--- src/rtl/core/tjq_pkg.sv ---
// ----------------------------------------------------------------------------
// tjq_pkg
// Types and constants of the timed job queue with retry backoff.
// ----------------------------------------------------------------------------
`default_nettype none

package tjq_pkg;

    localparam int QUEUE_DEPTH = 16;
    localparam int IDX_W       = $clog2(QUEUE_DEPTH);
    localparam int MAX_RES     = 16;
    localparam int CNT_W       = $clog2(MAX_RES);

    localparam int ID_W    = 16;
    localparam int TIME_W  = 32;
    localparam int RETRY_W = 4;
    localparam int UNIT_W  = 16;
    localparam int FUNC_W  = 2;
    localparam int KIND_W  = 3;

    localparam int S_TDATA_W = 56;
    localparam int M_TDATA_W = 56;

    localparam logic [UNIT_W-1:0] BACKOFF_RST = 16'd1000;

    // input operation codes
    localparam logic [FUNC_W-1:0] FUNC_INSERT = 2'd0;
    localparam logic [FUNC_W-1:0] FUNC_TICK   = 2'd1;
    localparam logic [FUNC_W-1:0] FUNC_REPORT = 2'd2;

    // result kinds
    localparam logic [KIND_W-1:0] KIND_INSERTED   = 3'd0;
    localparam logic [KIND_W-1:0] KIND_FULL       = 3'd1;
    localparam logic [KIND_W-1:0] KIND_DISPATCHED = 3'd2;
    localparam logic [KIND_W-1:0] KIND_COMPLETED  = 3'd3;
    localparam logic [KIND_W-1:0] KIND_REQUEUED   = 3'd4;
    localparam logic [KIND_W-1:0] KIND_FAILED     = 3'd5;
    localparam logic [KIND_W-1:0] KIND_UNKNOWN    = 3'd6;

    typedef enum logic [1:0] {
        SLOT_EMPTY = 2'd0,
        SLOT_SCHED = 2'd1,
        SLOT_RUN   = 2'd2
    } t_slot_st;

    typedef enum logic [1:0] {
        ST_IDLE   = 2'd0,
        ST_SCAN   = 2'd1,
        ST_DECIDE = 2'd2,
        ST_EMIT   = 2'd3
    } t_state;

    typedef struct packed {
        logic load;       // capture input beat
        logic scan_clr;   // restart the table walk
        logic scan_step;  // examine one slot
        logic decide;     // update table, build result
        logic out_load;   // move result to output register
        logic next_job;   // count one dispatched job
    } t_cmd;

    typedef struct packed {
        logic [FUNC_W-1:0] func;
        logic              scan_done;
        logic              found;
        logic              res_last;
        logic              out_free;
    } t_sts;

endpackage

`default_nettype wire

--- src/rtl/core/tjq_ctrl.sv ---
// ----------------------------------------------------------------------------
// tjq_ctrl
// Sequencer: accept a beat, walk the table, act on the chosen slot, emit.
// ----------------------------------------------------------------------------
`default_nettype none

module tjq_ctrl (
    input  wire            i_clk,
    input  wire            i_rst_n,
    input  wire            i_s_tvalid,
    input  wire  [1:0]     i_s_func,
    output logic           o_s_tready,
    input  tjq_pkg::t_sts  i_sts,
    output tjq_pkg::t_cmd  o_cmd
);
    import tjq_pkg::*;

    t_state r_state;
    t_state n_state;

    always_ff @(posedge i_clk) begin
        if (!i_rst_n) begin
            r_state <= ST_IDLE;
        end else begin
            r_state <= n_state;
        end
    end

    always_comb begin
        n_state    = r_state;
        o_cmd      = '0;
        o_s_tready = 1'b0;
        case (r_state)
            ST_IDLE: begin
                o_s_tready = 1'b1;
                if (i_s_tvalid) begin
                    o_cmd.load     = 1'b1;
                    o_cmd.scan_clr = 1'b1;
                    // unused code: no result, nothing changes
                    if (i_s_func inside {FUNC_INSERT, FUNC_TICK, FUNC_REPORT}) begin
                        n_state = ST_SCAN;
                    end
                end
            end
            ST_SCAN: begin
                o_cmd.scan_step = 1'b1;
                if (i_sts.scan_done) begin
                    n_state = ST_DECIDE;
                end
            end
            ST_DECIDE: begin
                if (i_sts.func == FUNC_TICK && !i_sts.found) begin
                    n_state = ST_IDLE;
                end else begin
                    o_cmd.decide = 1'b1;
                    n_state      = ST_EMIT;
                end
            end
            ST_EMIT: begin
                if (i_sts.out_free) begin
                    o_cmd.out_load = 1'b1;
                    if (i_sts.res_last) begin
                        n_state = ST_IDLE;
                    end else begin
                        o_cmd.scan_clr = 1'b1;
                        o_cmd.next_job = 1'b1;
                        n_state        = ST_SCAN;
                    end
                end
            end
            default: begin
                n_state = ST_IDLE;
            end
        endcase
    end

endmodule

`default_nettype wire

--- src/rtl/core/tjq_dp.sv ---
// ----------------------------------------------------------------------------
// tjq_dp
// Job table, time counter, slot walker and result / output registers.
// ----------------------------------------------------------------------------
`default_nettype none

module tjq_dp (
    input  wire                              i_clk,
    input  wire                              i_rst_n,
    input  wire                              i_cfg_we,
    input  wire  [tjq_pkg::UNIT_W-1:0]       i_cfg_wdata,
    input  wire  [tjq_pkg::FUNC_W-1:0]       i_func,
    input  wire  [tjq_pkg::ID_W-1:0]         i_job_id,
    input  wire  [tjq_pkg::TIME_W-1:0]       i_release_time,
    input  wire  [tjq_pkg::RETRY_W-1:0]      i_max_retry,
    input  wire                              i_outcome_failed,
    input  tjq_pkg::t_cmd                    i_cmd,
    output tjq_pkg::t_sts                    o_sts,
    input  wire                              i_m_tready,
    output logic                             o_m_valid,
    output logic [tjq_pkg::KIND_W-1:0]       o_m_kind,
    output logic [tjq_pkg::ID_W-1:0]         o_m_job_id,
    output logic [tjq_pkg::RETRY_W-1:0]      o_m_retry,
    output logic [tjq_pkg::TIME_W-1:0]       o_m_release,
    output logic                             o_m_last
);
    import tjq_pkg::*;

    // job table: status has reset, payload is only read where status says so
    t_slot_st             r_status [QUEUE_DEPTH];
    logic [ID_W-1:0]      r_id     [QUEUE_DEPTH];
    logic [TIME_W-1:0]    r_rel    [QUEUE_DEPTH];
    logic [RETRY_W-1:0]   r_maxr   [QUEUE_DEPTH];
    logic [RETRY_W-1:0]   r_retry  [QUEUE_DEPTH];

    logic [UNIT_W-1:0]    r_unit;
    logic [TIME_W-1:0]    r_now;

    logic [FUNC_W-1:0]    r_func;
    logic [ID_W-1:0]      r_in_id;
    logic [TIME_W-1:0]    r_in_rel;
    logic [RETRY_W-1:0]   r_in_maxr;
    logic                 r_in_failed;

    logic [IDX_W-1:0]     r_scan;
    logic                 r_found;
    logic                 r_more;
    logic [IDX_W-1:0]     r_best_idx;
    logic [TIME_W-1:0]    r_best_age;
    logic [ID_W-1:0]      r_best_id;
    logic [TIME_W-1:0]    r_best_rel;
    logic [RETRY_W-1:0]   r_best_maxr;
    logic [RETRY_W-1:0]   r_best_retry;
    logic [CNT_W-1:0]     r_n;

    logic [KIND_W-1:0]    r_res_kind;
    logic [ID_W-1:0]      r_res_id;
    logic [RETRY_W-1:0]   r_res_retry;
    logic [TIME_W-1:0]    r_res_rel;
    logic                 r_res_last;
    logic                 r_out_valid;

    // walker
    t_slot_st             scan_st;
    logic [TIME_W-1:0]    scan_age;
    logic                 scan_due;
    logic                 scan_hit;

    always_comb begin
        scan_st  = r_status[r_scan];
        scan_age = r_now - r_rel[r_scan];
        scan_due = (scan_st == SLOT_SCHED) && !scan_age[TIME_W-1];
        case (r_func)
            FUNC_INSERT: scan_hit = (scan_st == SLOT_EMPTY) && !r_found;
            FUNC_REPORT: scan_hit = (scan_st == SLOT_RUN) && (r_id[r_scan] == r_in_id)
                                    && !r_found;
            FUNC_TICK:   scan_hit = scan_due && (!r_found || scan_age > r_best_age);
            default:     scan_hit = 1'b0;
        endcase
    end

    // decision on the chosen slot
    logic [TIME_W-1:0]    backoff;
    logic [TIME_W-1:0]    requeue_rel;
    logic [RETRY_W:0]     retry_inc;
    logic                 wr_st_en;
    t_slot_st             wr_st;
    logic                 wr_pay_en;
    logic [ID_W-1:0]      wr_id;
    logic [TIME_W-1:0]    wr_rel;
    logic [RETRY_W-1:0]   wr_maxr;
    logic [RETRY_W-1:0]   wr_retry;
    logic [KIND_W-1:0]    nx_kind;
    logic [ID_W-1:0]      nx_id;
    logic [RETRY_W-1:0]   nx_retry;
    logic [TIME_W-1:0]    nx_rel;
    logic                 nx_last;

    always_comb begin
        backoff     = {{(TIME_W-UNIT_W){1'b0}}, r_unit} << r_best_retry;
        requeue_rel = r_now + backoff;
        retry_inc   = {1'b0, r_best_retry} + 1'b1;

        wr_st_en  = 1'b0;
        wr_st     = SLOT_EMPTY;
        wr_pay_en = 1'b0;
        wr_id     = r_in_id;
        wr_rel    = r_in_rel;
        wr_maxr   = r_in_maxr;
        wr_retry  = '0;
        nx_kind   = KIND_UNKNOWN;
        nx_id     = r_in_id;
        nx_retry  = '0;
        nx_rel    = '0;
        nx_last   = 1'b1;

        case (r_func)
            FUNC_INSERT: begin
                nx_rel = r_in_rel;
                if (r_found) begin
                    wr_st_en  = 1'b1;
                    wr_st     = SLOT_SCHED;
                    wr_pay_en = 1'b1;
                    nx_kind   = KIND_INSERTED;
                end else begin
                    nx_kind   = KIND_FULL;
                end
            end
            FUNC_TICK: begin
                wr_st_en = 1'b1;
                wr_st    = SLOT_RUN;
                nx_kind  = KIND_DISPATCHED;
                nx_id    = r_best_id;
                nx_retry = r_best_retry;
                nx_rel   = r_best_rel;
                // the dispatch cap or no other due job ends the burst
                nx_last  = !r_more || (r_n == CNT_W'(MAX_RES-1));
            end
            FUNC_REPORT: begin
                if (r_found) begin
                    nx_retry = r_best_retry;
                    nx_rel   = r_best_rel;
                    wr_st_en = 1'b1;
                    if (!r_in_failed) begin
                        wr_st   = SLOT_EMPTY;
                        nx_kind = KIND_COMPLETED;
                    end else if (retry_inc <= {1'b0, r_best_maxr}) begin
                        wr_st     = SLOT_SCHED;
                        wr_pay_en = 1'b1;
                        wr_id     = r_best_id;
                        wr_rel    = requeue_rel;
                        wr_maxr   = r_best_maxr;
                        wr_retry  = retry_inc[RETRY_W-1:0];
                        nx_kind   = KIND_REQUEUED;
                        nx_retry  = retry_inc[RETRY_W-1:0];
                        nx_rel    = requeue_rel;
                    end else begin
                        wr_st   = SLOT_EMPTY;
                        nx_kind = KIND_FAILED;
                    end
                end
            end
            default: begin
                wr_st_en = 1'b0;
            end
        endcase
    end

    // control-side registers
    always_ff @(posedge i_clk) begin
        if (!i_rst_n) begin
            for (int i = 0; i < QUEUE_DEPTH; i++) begin
                r_status[i] <= SLOT_EMPTY;
            end
            r_unit      <= BACKOFF_RST;
            r_now       <= '0;
            r_func      <= FUNC_INSERT;
            r_scan      <= '0;
            r_found     <= 1'b0;
            r_more      <= 1'b0;
            r_n         <= '0;
            r_out_valid <= 1'b0;
        end else begin
            if (i_cfg_we) begin
                r_unit <= i_cfg_wdata;
            end
            if (i_cmd.load) begin
                r_func <= i_func;
                r_n    <= '0;
                if (i_func == FUNC_TICK) begin
                    r_now <= r_now + 1'b1;
                end
            end
            if (i_cmd.next_job) begin
                r_n <= r_n + 1'b1;
            end
            if (i_cmd.scan_clr) begin
                r_scan  <= '0;
                r_found <= 1'b0;
                r_more  <= 1'b0;
            end else if (i_cmd.scan_step) begin
                r_scan <= r_scan + 1'b1;
                if (scan_hit) begin
                    r_found <= 1'b1;
                end
                if (scan_due && r_found) begin
                    r_more <= 1'b1;
                end
            end
            if (i_cmd.decide && wr_st_en) begin
                r_status[r_best_idx] <= wr_st;
            end
            if (i_cmd.out_load) begin
                r_out_valid <= 1'b1;
            end else if (i_m_tready) begin
                r_out_valid <= 1'b0;
            end
        end
    end

    // payload registers
    always_ff @(posedge i_clk) begin
        if (i_cmd.load) begin
            r_in_id     <= i_job_id;
            r_in_rel    <= i_release_time;
            r_in_maxr   <= i_max_retry;
            r_in_failed <= i_outcome_failed;
        end
        if (i_cmd.scan_step && scan_hit) begin
            r_best_idx   <= r_scan;
            r_best_age   <= scan_age;
            r_best_id    <= r_id[r_scan];
            r_best_rel   <= r_rel[r_scan];
            r_best_maxr  <= r_maxr[r_scan];
            r_best_retry <= r_retry[r_scan];
        end
        if (i_cmd.decide && wr_pay_en) begin
            r_id[r_best_idx]    <= wr_id;
            r_rel[r_best_idx]   <= wr_rel;
            r_maxr[r_best_idx]  <= wr_maxr;
            r_retry[r_best_idx] <= wr_retry;
        end
        if (i_cmd.decide) begin
            r_res_kind  <= nx_kind;
            r_res_id    <= nx_id;
            r_res_retry <= nx_retry;
            r_res_rel   <= nx_rel;
            r_res_last  <= nx_last;
        end
        if (i_cmd.out_load) begin
            o_m_kind    <= r_res_kind;
            o_m_job_id  <= r_res_id;
            o_m_retry   <= r_res_retry;
            o_m_release <= r_res_rel;
            o_m_last    <= r_res_last;
        end
    end

    assign o_m_valid       = r_out_valid;
    assign o_sts.func      = r_func;
    assign o_sts.scan_done = (r_scan == IDX_W'(QUEUE_DEPTH-1));
    assign o_sts.found     = r_found;
    assign o_sts.res_last  = r_res_last;
    assign o_sts.out_free  = !r_out_valid || i_m_tready;

endmodule

`default_nettype wire

--- src/rtl/core/timed_job_queue_retry_backoff_top.sv ---
// ----------------------------------------------------------------------------
// timed_job_queue_retry_backoff_top
// Table of timed jobs with dispatch on tick and exponential retry backoff.
// ----------------------------------------------------------------------------
// channel  dir  handshake              payload
// s        in   i_s_tvalid/o_s_tready  tuser func; tdata id, release, max_retry, failed
// m        out  o_m_tvalid/i_m_tready  tuser kind; tdata id, retries, release; tlast
// cfg      in   i_cfg_we               i_cfg_wdata = backoff unit in ticks
//
// Insert and report accept the beat, walk the table one slot per cycle, take a
// decision and load the result into the output register. A tick accepts the
// beat, then walks, decides and emits for each dispatched job in turn; with
// nothing due it ends after the walk and the decision.
// Reset clears every slot at once; no clearing pass. A stalled result beat
// holds the block before its next result is loaded.
// ----------------------------------------------------------------------------
`default_nettype none

module timed_job_queue_retry_backoff_top (
    input  wire                               i_clk,
    input  wire                               i_rst_n,
    input  wire                               i_cfg_we,
    input  wire  [tjq_pkg::UNIT_W-1:0]        i_cfg_wdata,
    input  wire                               i_s_tvalid,
    output logic                              o_s_tready,
    // [15:0] job_id, [47:16] release_time, [51:48] max_retry, [52] outcome_failed
    input  wire  [tjq_pkg::S_TDATA_W-1:0]     i_s_tdata,
    // [1:0] func
    input  wire  [tjq_pkg::FUNC_W-1:0]        i_s_tuser,
    output logic                              o_m_tvalid,
    input  wire                               i_m_tready,
    // [15:0] job_id_res, [19:16] retry_count, [51:20] release_time_res
    output logic [tjq_pkg::M_TDATA_W-1:0]     o_m_tdata,
    // [2:0] kind
    output logic [tjq_pkg::KIND_W-1:0]        o_m_tuser,
    output logic                              o_m_tlast
);
    import tjq_pkg::*;

    t_cmd                 cmd;
    t_sts                 sts;
    logic [ID_W-1:0]      m_id;
    logic [RETRY_W-1:0]   m_retry;
    logic [TIME_W-1:0]    m_rel;

    tjq_ctrl u_ctrl (
        .i_clk      (i_clk),
        .i_rst_n    (i_rst_n),
        .i_s_tvalid (i_s_tvalid),
        .i_s_func   (i_s_tuser),
        .o_s_tready (o_s_tready),
        .i_sts      (sts),
        .o_cmd      (cmd)
    );

    tjq_dp u_dp (
        .i_clk            (i_clk),
        .i_rst_n          (i_rst_n),
        .i_cfg_we         (i_cfg_we),
        .i_cfg_wdata      (i_cfg_wdata),
        .i_func           (i_s_tuser),
        .i_job_id         (i_s_tdata[15:0]),
        .i_release_time   (i_s_tdata[47:16]),
        .i_max_retry      (i_s_tdata[51:48]),
        .i_outcome_failed (i_s_tdata[52]),
        .i_cmd            (cmd),
        .o_sts            (sts),
        .i_m_tready       (i_m_tready),
        .o_m_valid        (o_m_tvalid),
        .o_m_kind         (o_m_tuser),
        .o_m_job_id       (m_id),
        .o_m_retry        (m_retry),
        .o_m_release      (m_rel),
        .o_m_last         (o_m_tlast)
    );

    assign o_m_tdata = {4'b0, m_rel, m_retry, m_id};

endmodule

`default_nettype wire

--- config.mk ---
export PLATFORM = sky130hd
export DESIGN_NAME = timed_job_queue_retry_backoff_top
export DESIGN_NICKNAME = d
export VERILOG_FILES = /design/src/rtl/core/tjq_pkg.sv /design/src/rtl/core/tjq_ctrl.sv /design/src/rtl/core/tjq_dp.sv /design/src/rtl/core/timed_job_queue_retry_backoff_top.sv
export SDC_FILE = /design/constraint.sdc
export NUM_CORES = 1
export LEC_CHECK = 0
export BUFFER_PORTS_ARGS = -buffer_cell sky130_fd_sc_hd__buf_2
export CORE_MARGIN = 5
export CORE_UTILIZATION = 33
export DETAILED_ROUTE_END_ITERATION = 8
export PLACE_DENSITY_LB_ADDON = 0.25
export SLEW_MARGIN = 20
export SYNTH_ARGS = -nofsm -noshare
export SYNTH_HDL_FRONTEND = slang
export SYNTH_HIERARCHICAL = 1
export SYNTH_SLANG_ARGS = --single-unit
--- constraint.sdc ---
create_clock -name i_clk -period 25.9 [get_ports i_clk]
set_input_delay 5.18 -clock i_clk [delete_from_list [all_inputs] [get_ports i_clk]]
set_output_delay 5.18 -clock i_clk [all_outputs]
set_load 0.05 [all_outputs]
-- Word-level counts from Yosys, hierarchy flattened
Memory sizes are Yosys's and may differ from the RTL's. A register that Yosys moved wholly into a read port is not among the register bits.
Index checks and enable logic that the tools add are counted.
Widths: inputs -> output; s select.
- shift-type cells: 1
- eq/ne operators: 16
- $add $sub $neg: 6
- reductions and logical operators: 31
- $lt $le $gt $ge: 2
- muxes and demuxes: 79
- bitwise logic cells: 1
- operators by type and width (cell ; count):
    $mux 32 ; 7
    $pmux 32 s3 ; 1
    $mux 16 ; 5
    $mux 4 ; 20
    $add 32x1->32 const B ; 1
    $add 32x32->32 ; 1
    $gt 32x32->1 ; 1
    $shl 16x4->32 ; 1
    $sub 32x32->32 ; 1
    $mux 1 ; 25
    $mux 2 ; 11
    $eq 16x16->1 ; 1
    $eq 2x2->1 const B ; 5
    $logic_and 1x1->1 ; 10
    $pmux 3 s3 ; 1
    $add 4x1->4 const B ; 2
    $eq 2x1->1 const B ; 4
    $eq 4x4->1 const B ; 2
    $logic_not 2->1 ; 4
    $pmux 2 s4 ; 1
    $pmux 4 s2 ; 1
    $mux 3 ; 2
    $ne 2x2->1 const B ; 3
    $pmux 1 s2 ; 3
    13 further kinds ; 23
- register bits: 312
- memories kept: 5
- input bits: 79
- bits in writable memories: 928
- memory list (memory ; words ; width ; rd ports ; clocked after memory_dff ; write ports ; line ; text):
    u_dp.r_rel ; 16 ; 32 ; 1 ; 1 ; 1 ; tjq_dp.sv:32 ; logic [TIME_W-1:0] r_rel [QUEUE_DEPTH];
    u_dp.r_id ; 16 ; 16 ; 1 ; 1 ; 1 ; tjq_dp.sv:31 ; logic [ID_W-1:0] r_id [QUEUE_DEPTH];
    u_dp.r_maxr ; 16 ; 4 ; 1 ; 1 ; 1 ; tjq_dp.sv:33 ; logic [RETRY_W-1:0] r_maxr [QUEUE_DEPTH];
    u_dp.r_retry ; 16 ; 4 ; 1 ; 1 ; 1 ; tjq_dp.sv:34 ; logic [RETRY_W-1:0] r_retry [QUEUE_DEPTH];
    u_dp.r_status ; 16 ; 2 ; 1 ; 1 ; 16 ; tjq_dp.sv:30 ; t_slot_st r_status [QUEUE_DEPTH];

-- Depth between registers and ports, before layout
- word-level depth: 10
- mapped depth: 30

-- Cells and area by module
Netlist, hierarchy kept.
- by module, submodules not included (module ; seq. area each (µm²) ; instances ; cells each ; area each (µm²)):
    tjq_dp ; 36885.4 ; 1 ; 3092 ; 52770.6
    tjq_ctrl ; 40.0 ; 1 ; 32 ; 267.8
    timed_job_queue_retry_backoff_top ; 0.0 ; 1 ; 5 ; 33.8

-- Least setup slack after synthesis
No wires, ideal clock.
- kind: in2reg
- start point: input i_s_tvalid
- end point: register u_dp.r_now[31]
- setup slack: 17.093 ns
- library setup time: 0.115 ns
- cell stages on the path: 11
- required time: 25.785 ns
- data arrival time: 8.692 ns
- path through: and2_1 -> and3b_1 -> clkbuf_1 -> and4_1 -> and4_1 -> nand2b_1 -> or2_0 -> nor3_1 -> nand3_1 -> xnor2_1 -> and2_1
- word-level cells in the longest chain between the ends: 3
- RTL lines (item ; line ; text):
    start: declaration ; timed_job_queue_retry_backoff_top.sv:24 ; input wire i_s_tvalid,
    $mux 2 ; tjq_ctrl.sv:36 ; if (i_s_tvalid) begin
    $mux 1 ; tjq_ctrl.sv:33 ; case (r_state)
    $reduce_and 2->1 (no source line) ; -- ;
    end signal: assignment ; tjq_dp.sv:191 ; r_now <= r_now + 1'b1;
    end: declaration ; tjq_dp.sv:37 ; logic [TIME_W-1:0] r_now;
Every way passes these cells.
A chain may end at the register's enable or synchronous reset.

==> flow_summary.json <==
{
  "hold_violations": 0,
  "worst_slack_ps": 15620,
  "synth_cell_types": 84,
  "critPathMaxFanout": 56,
  "arrival_ps": 10680,
  "postPlaceCellArea_sq_mm": 0.0565,
  "relSlewSlack": 0.260,
  "grt_setup_unrepaired": "no",
  "grt_max_degree": 78,
  "dr_wl_met3_um": 9790,
  "ir_drop_uv": 65.7,
  "grt_pass1_wl_um": 205000,
  "core_sq_mm": 0.160,
  "combPwrFrac": 0.183,
  "crit_top_cell": "buf_4",
  "clockBufferDepth": 3,
  "h-tree-depth": 4,
  "yosysWarnings": 6,
  "netSwitchingFraction": 0.278,
  "cts_tree": "done",
  "leakagePower_nw": 20.2,
  "synth_edf_count": 1185,
  "power_mw": 5.42,
  "syn_to_final_growth_pct": 14.9,
  "die_h_um": 411,
  "dr.first_iter.drc_count": 2904,
  "vias": 28949,
  "crit_type": "flop to flop",
  "drive_gt1_frac": 0.213,
  "critical_path.startpoint_type": "flop",
  "dp_hpwl_um": 87200,
  "first_pass_iters": 6,
  "layout.cells.non_filler": 5605,
  "routed_wl_um": 143000,
  "wl_per_cell_um": 25.6,
  "syn_avg_cell_area_sq_um": 17.0,
  "finalSetupTns_ps": 0,
  "cts_setup_buffers": 0,
  "io_buffers": 133,
  "yosysSeqAreaShare": 0.696,
  "period_needed_ps": 10280,
  "finalClockSkew_ps": 34.9,
  "root_buffer": "clkbuf_16",
  "p_seq_frac": 0.458,
  "dieArea_sq_mm": 0.169,
  "crit_slowest_cell": "dfxtp_4",
  "drtAntennaViolNets": 0,
  "layout.nets": 3524,
  "utilization": 0.381,
  "via_per_inst": 5.16,
  "grt_pass1_vias": 28795,
  "drc": 0,
  "p_int_mw": 3.91,
  "dp_slack_ps": 15420,
  "start_util": 0.331,
  "syn_inst": 3129,
  "cts_hold_buf": 0,
  "fill_cells": 14733,
  "cts.reportedPaths.clkPinSlew_ps": 60,
  "met1_length_um": 63600,
  "synth_ff_type": "edfxtp_1",
  "status": "completed",
  "clkPwrFrac": 0.359,
  "p_per_area_mw_per_mm2": 88.8,
  "wl_met2_um": 66300,
  "gp_congestion": 0.842,
  "layout_worst_path_cycle_share": 0.397,
  "cap_violations": 0,
  "cp_slowest_stage_delay_ps": 780,
  "p_sw_mw": 1.51,
  "synth.ff_latch_count": 1252,
  "critPathRequiredTime_ps": 26300,
  "slew_viol_final": 0,
  "insertion_delay_ps": 800,
  "numCtsBuffers": 141,
  "netlist_area_sq_mm": 0.0531,
  "top_layer_used": "met4",
  "worst_pin_slew_ps": 1110,
  "timing.hold.ws_ps": 399,
  "async_reset_ff_frac": 0,
  "dp_cells": 5348,
  "cts_resized": 0,
  "cts.sink_count": 1252,
  "hp-class": "flop to flop",
  "die_w_um": 411,
  "antenna_found_initial": 2,
  "track_usage": 0.168,
  "setup_viol": 0,
  "grt_overflow": 0,
  "row_count": 147,
  "ios": 141,
  "worstSetupEndpointType": "flop",
  "max_freq_ghz": 0.0973,
  "finalInstanceArea_sq_mm": 0.0610
}
[worst max-delay path, delay by kind of cell (launching register included)]
family,cells,cell delay [ps]
AOI/OAI and AO/OA,10,3110
buffers and inverters,5,2950
muxes,2,1110
and+or+nand+nor,5,1040
DFF,1,780
adders and majority gates,2,540
xor gates and xnor gates,1,120
[placed cells by master (no fill, tap or decap), types with 23 or more instances in the layout]
cell / instances
inv_1: 103
nand3_1: 35
clkbuf_16: 141
a21oi_1: 112
and2_1: 41
a22oi_1: 29
ha_1: 109
o21ai_0: 61
mux2i_1: 69
buf_4: 67
nand2_1: 264
dfxtp_1: 62
clkinv_2: 23
edfxtp_1: 1185
clkinv_1: 27
mux4_2: 265
buf_2: 133
clkbuf_1: 31
nor2b_1: 50
nor2_1: 113
mux2_2: 24
and3_1: 31
nor3_1: 35
a21o_1: 31
xor2_1: 32
a211oi_1: 23
xnor2_1: 72
[final timing paths]
check | start | endpoint | slack [ps] | cells after the start
setup / recovery | flop | u_dp/r_best_rel[11]$_DFFE_PP_ | 15620 | 25
hold / removal | u_dp/r_res_rel[12]$_DFFE_PP_ | u_dp/o_m_release[12]$_DFFE_PP_ | 400 | 0
setup reg to reg | flop | u_dp/r_best_rel[11]$_DFFE_PP_ | 15620 | 25
hold reg to reg | u_dp/r_res_rel[12]$_DFFE_PP_ | u_dp/o_m_release[12]$_DFFE_PP_ | 400 | 0
[sequential cells by signal (all words and copies together) (netlist names), 64 cells and up, named ones only]
name          cells
u_dp/r_rel      512
u_dp/r_id       256
u_dp/r_maxr      64
u_dp/r_retry     64
[power by group through the flow]
stage | clock network, mW | logic [mW] | registers (mW)
2_1_floorplan | 0 | 0.700 | 2.50
3_3_place_gp | 0 | 0.994 | 2.52
3_5_place_dp | 0 | 1.00 | 2.52
4_1_cts | 2.00 | 1.00 | 2.48
5_1_grt | 2.08 | 1.08 | 2.49
6_report | 1.95 | 0.989 | 2.48
[per-layer routing]
metal,up-vias,global-route usage
li1,12732,-
met1,15074,0.235
met2,962,0.262
met3,181,0.0379
met4,0,0.0498
met5,-,0
[Yosys cell counts (5+ instances only)]
cell type  instances  area (sq um)
a211oi_1          23           173
a21boi_0           7          52.6
a21o_1            31           233
a21oi_1          112           561
a222oi_1           6          60.1
a22oi_1           29           218
a31oi_1           21           131
and2_1            43           269
and3_1            31           194
buf_1             22          82.6
buf_2             24           120
buf_4             12          90.1
clkbuf_1          83           312
dfxtp_1           67          1340
edfxtp_1        1185         35600
ha_1             112          1400
inv_1            103           387
mux2_2            24           270
mux2i_1           69           691
mux4_1             6           158
mux4_2           265          5970
nand2_1          264           991
nand2b_1          10          62.6
nand3_1           35           175
nand3b_1           7          52.6
nand4_1           19           119
nor2_1           127           477
nor2b_1           50           313
nor3_1            39           195
nor3b_1            6          45.0
o2111ai_1          5          43.8
o21a_1            17           128
o21ai_0           61           305
o21bai_1           6          45.0
o22ai_1            5          31.3
o31ai_1           11          82.6
or2_2              8          50.1
or3_1             11          68.8
xnor2_1           72           631
xor2_1            32           280
[final cells by class]
type / count / area (sq um) / share of cell area
Sequential cell: 1252 / 36900 / 0.606
Multi-Input combinational cell: 1631 / 15200 / 0.250
Clock buffer: 175 / 3690 / 0.0604
Tap cell: 2160 / 2700 / 0.0443
Timing Repair Buffer: 201 / 1190 / 0.0195
Clock inverter: 81 / 822 / 0.0135
Inverter: 104 / 390 / 0.00640
Antenna cell: 1 / 2.50 / 0.0000410
[kinds of logic after synthesis]
| kind of cell | share of synthesized area |
|---|---|
| xor gates and xnor gates | 0.0172 |
| muxes | 0.134 |
| DFF | 0.696 |
| AOI/OAI and AO/OA | 0.0454 |
| adders and majority gates | 0.0272 |
| buffers and inverters | 0.0198 |
| and+or+nand+nor | 0.0607 |
| other | 0.0000707 |
Power figures use the tool's default switching activity.
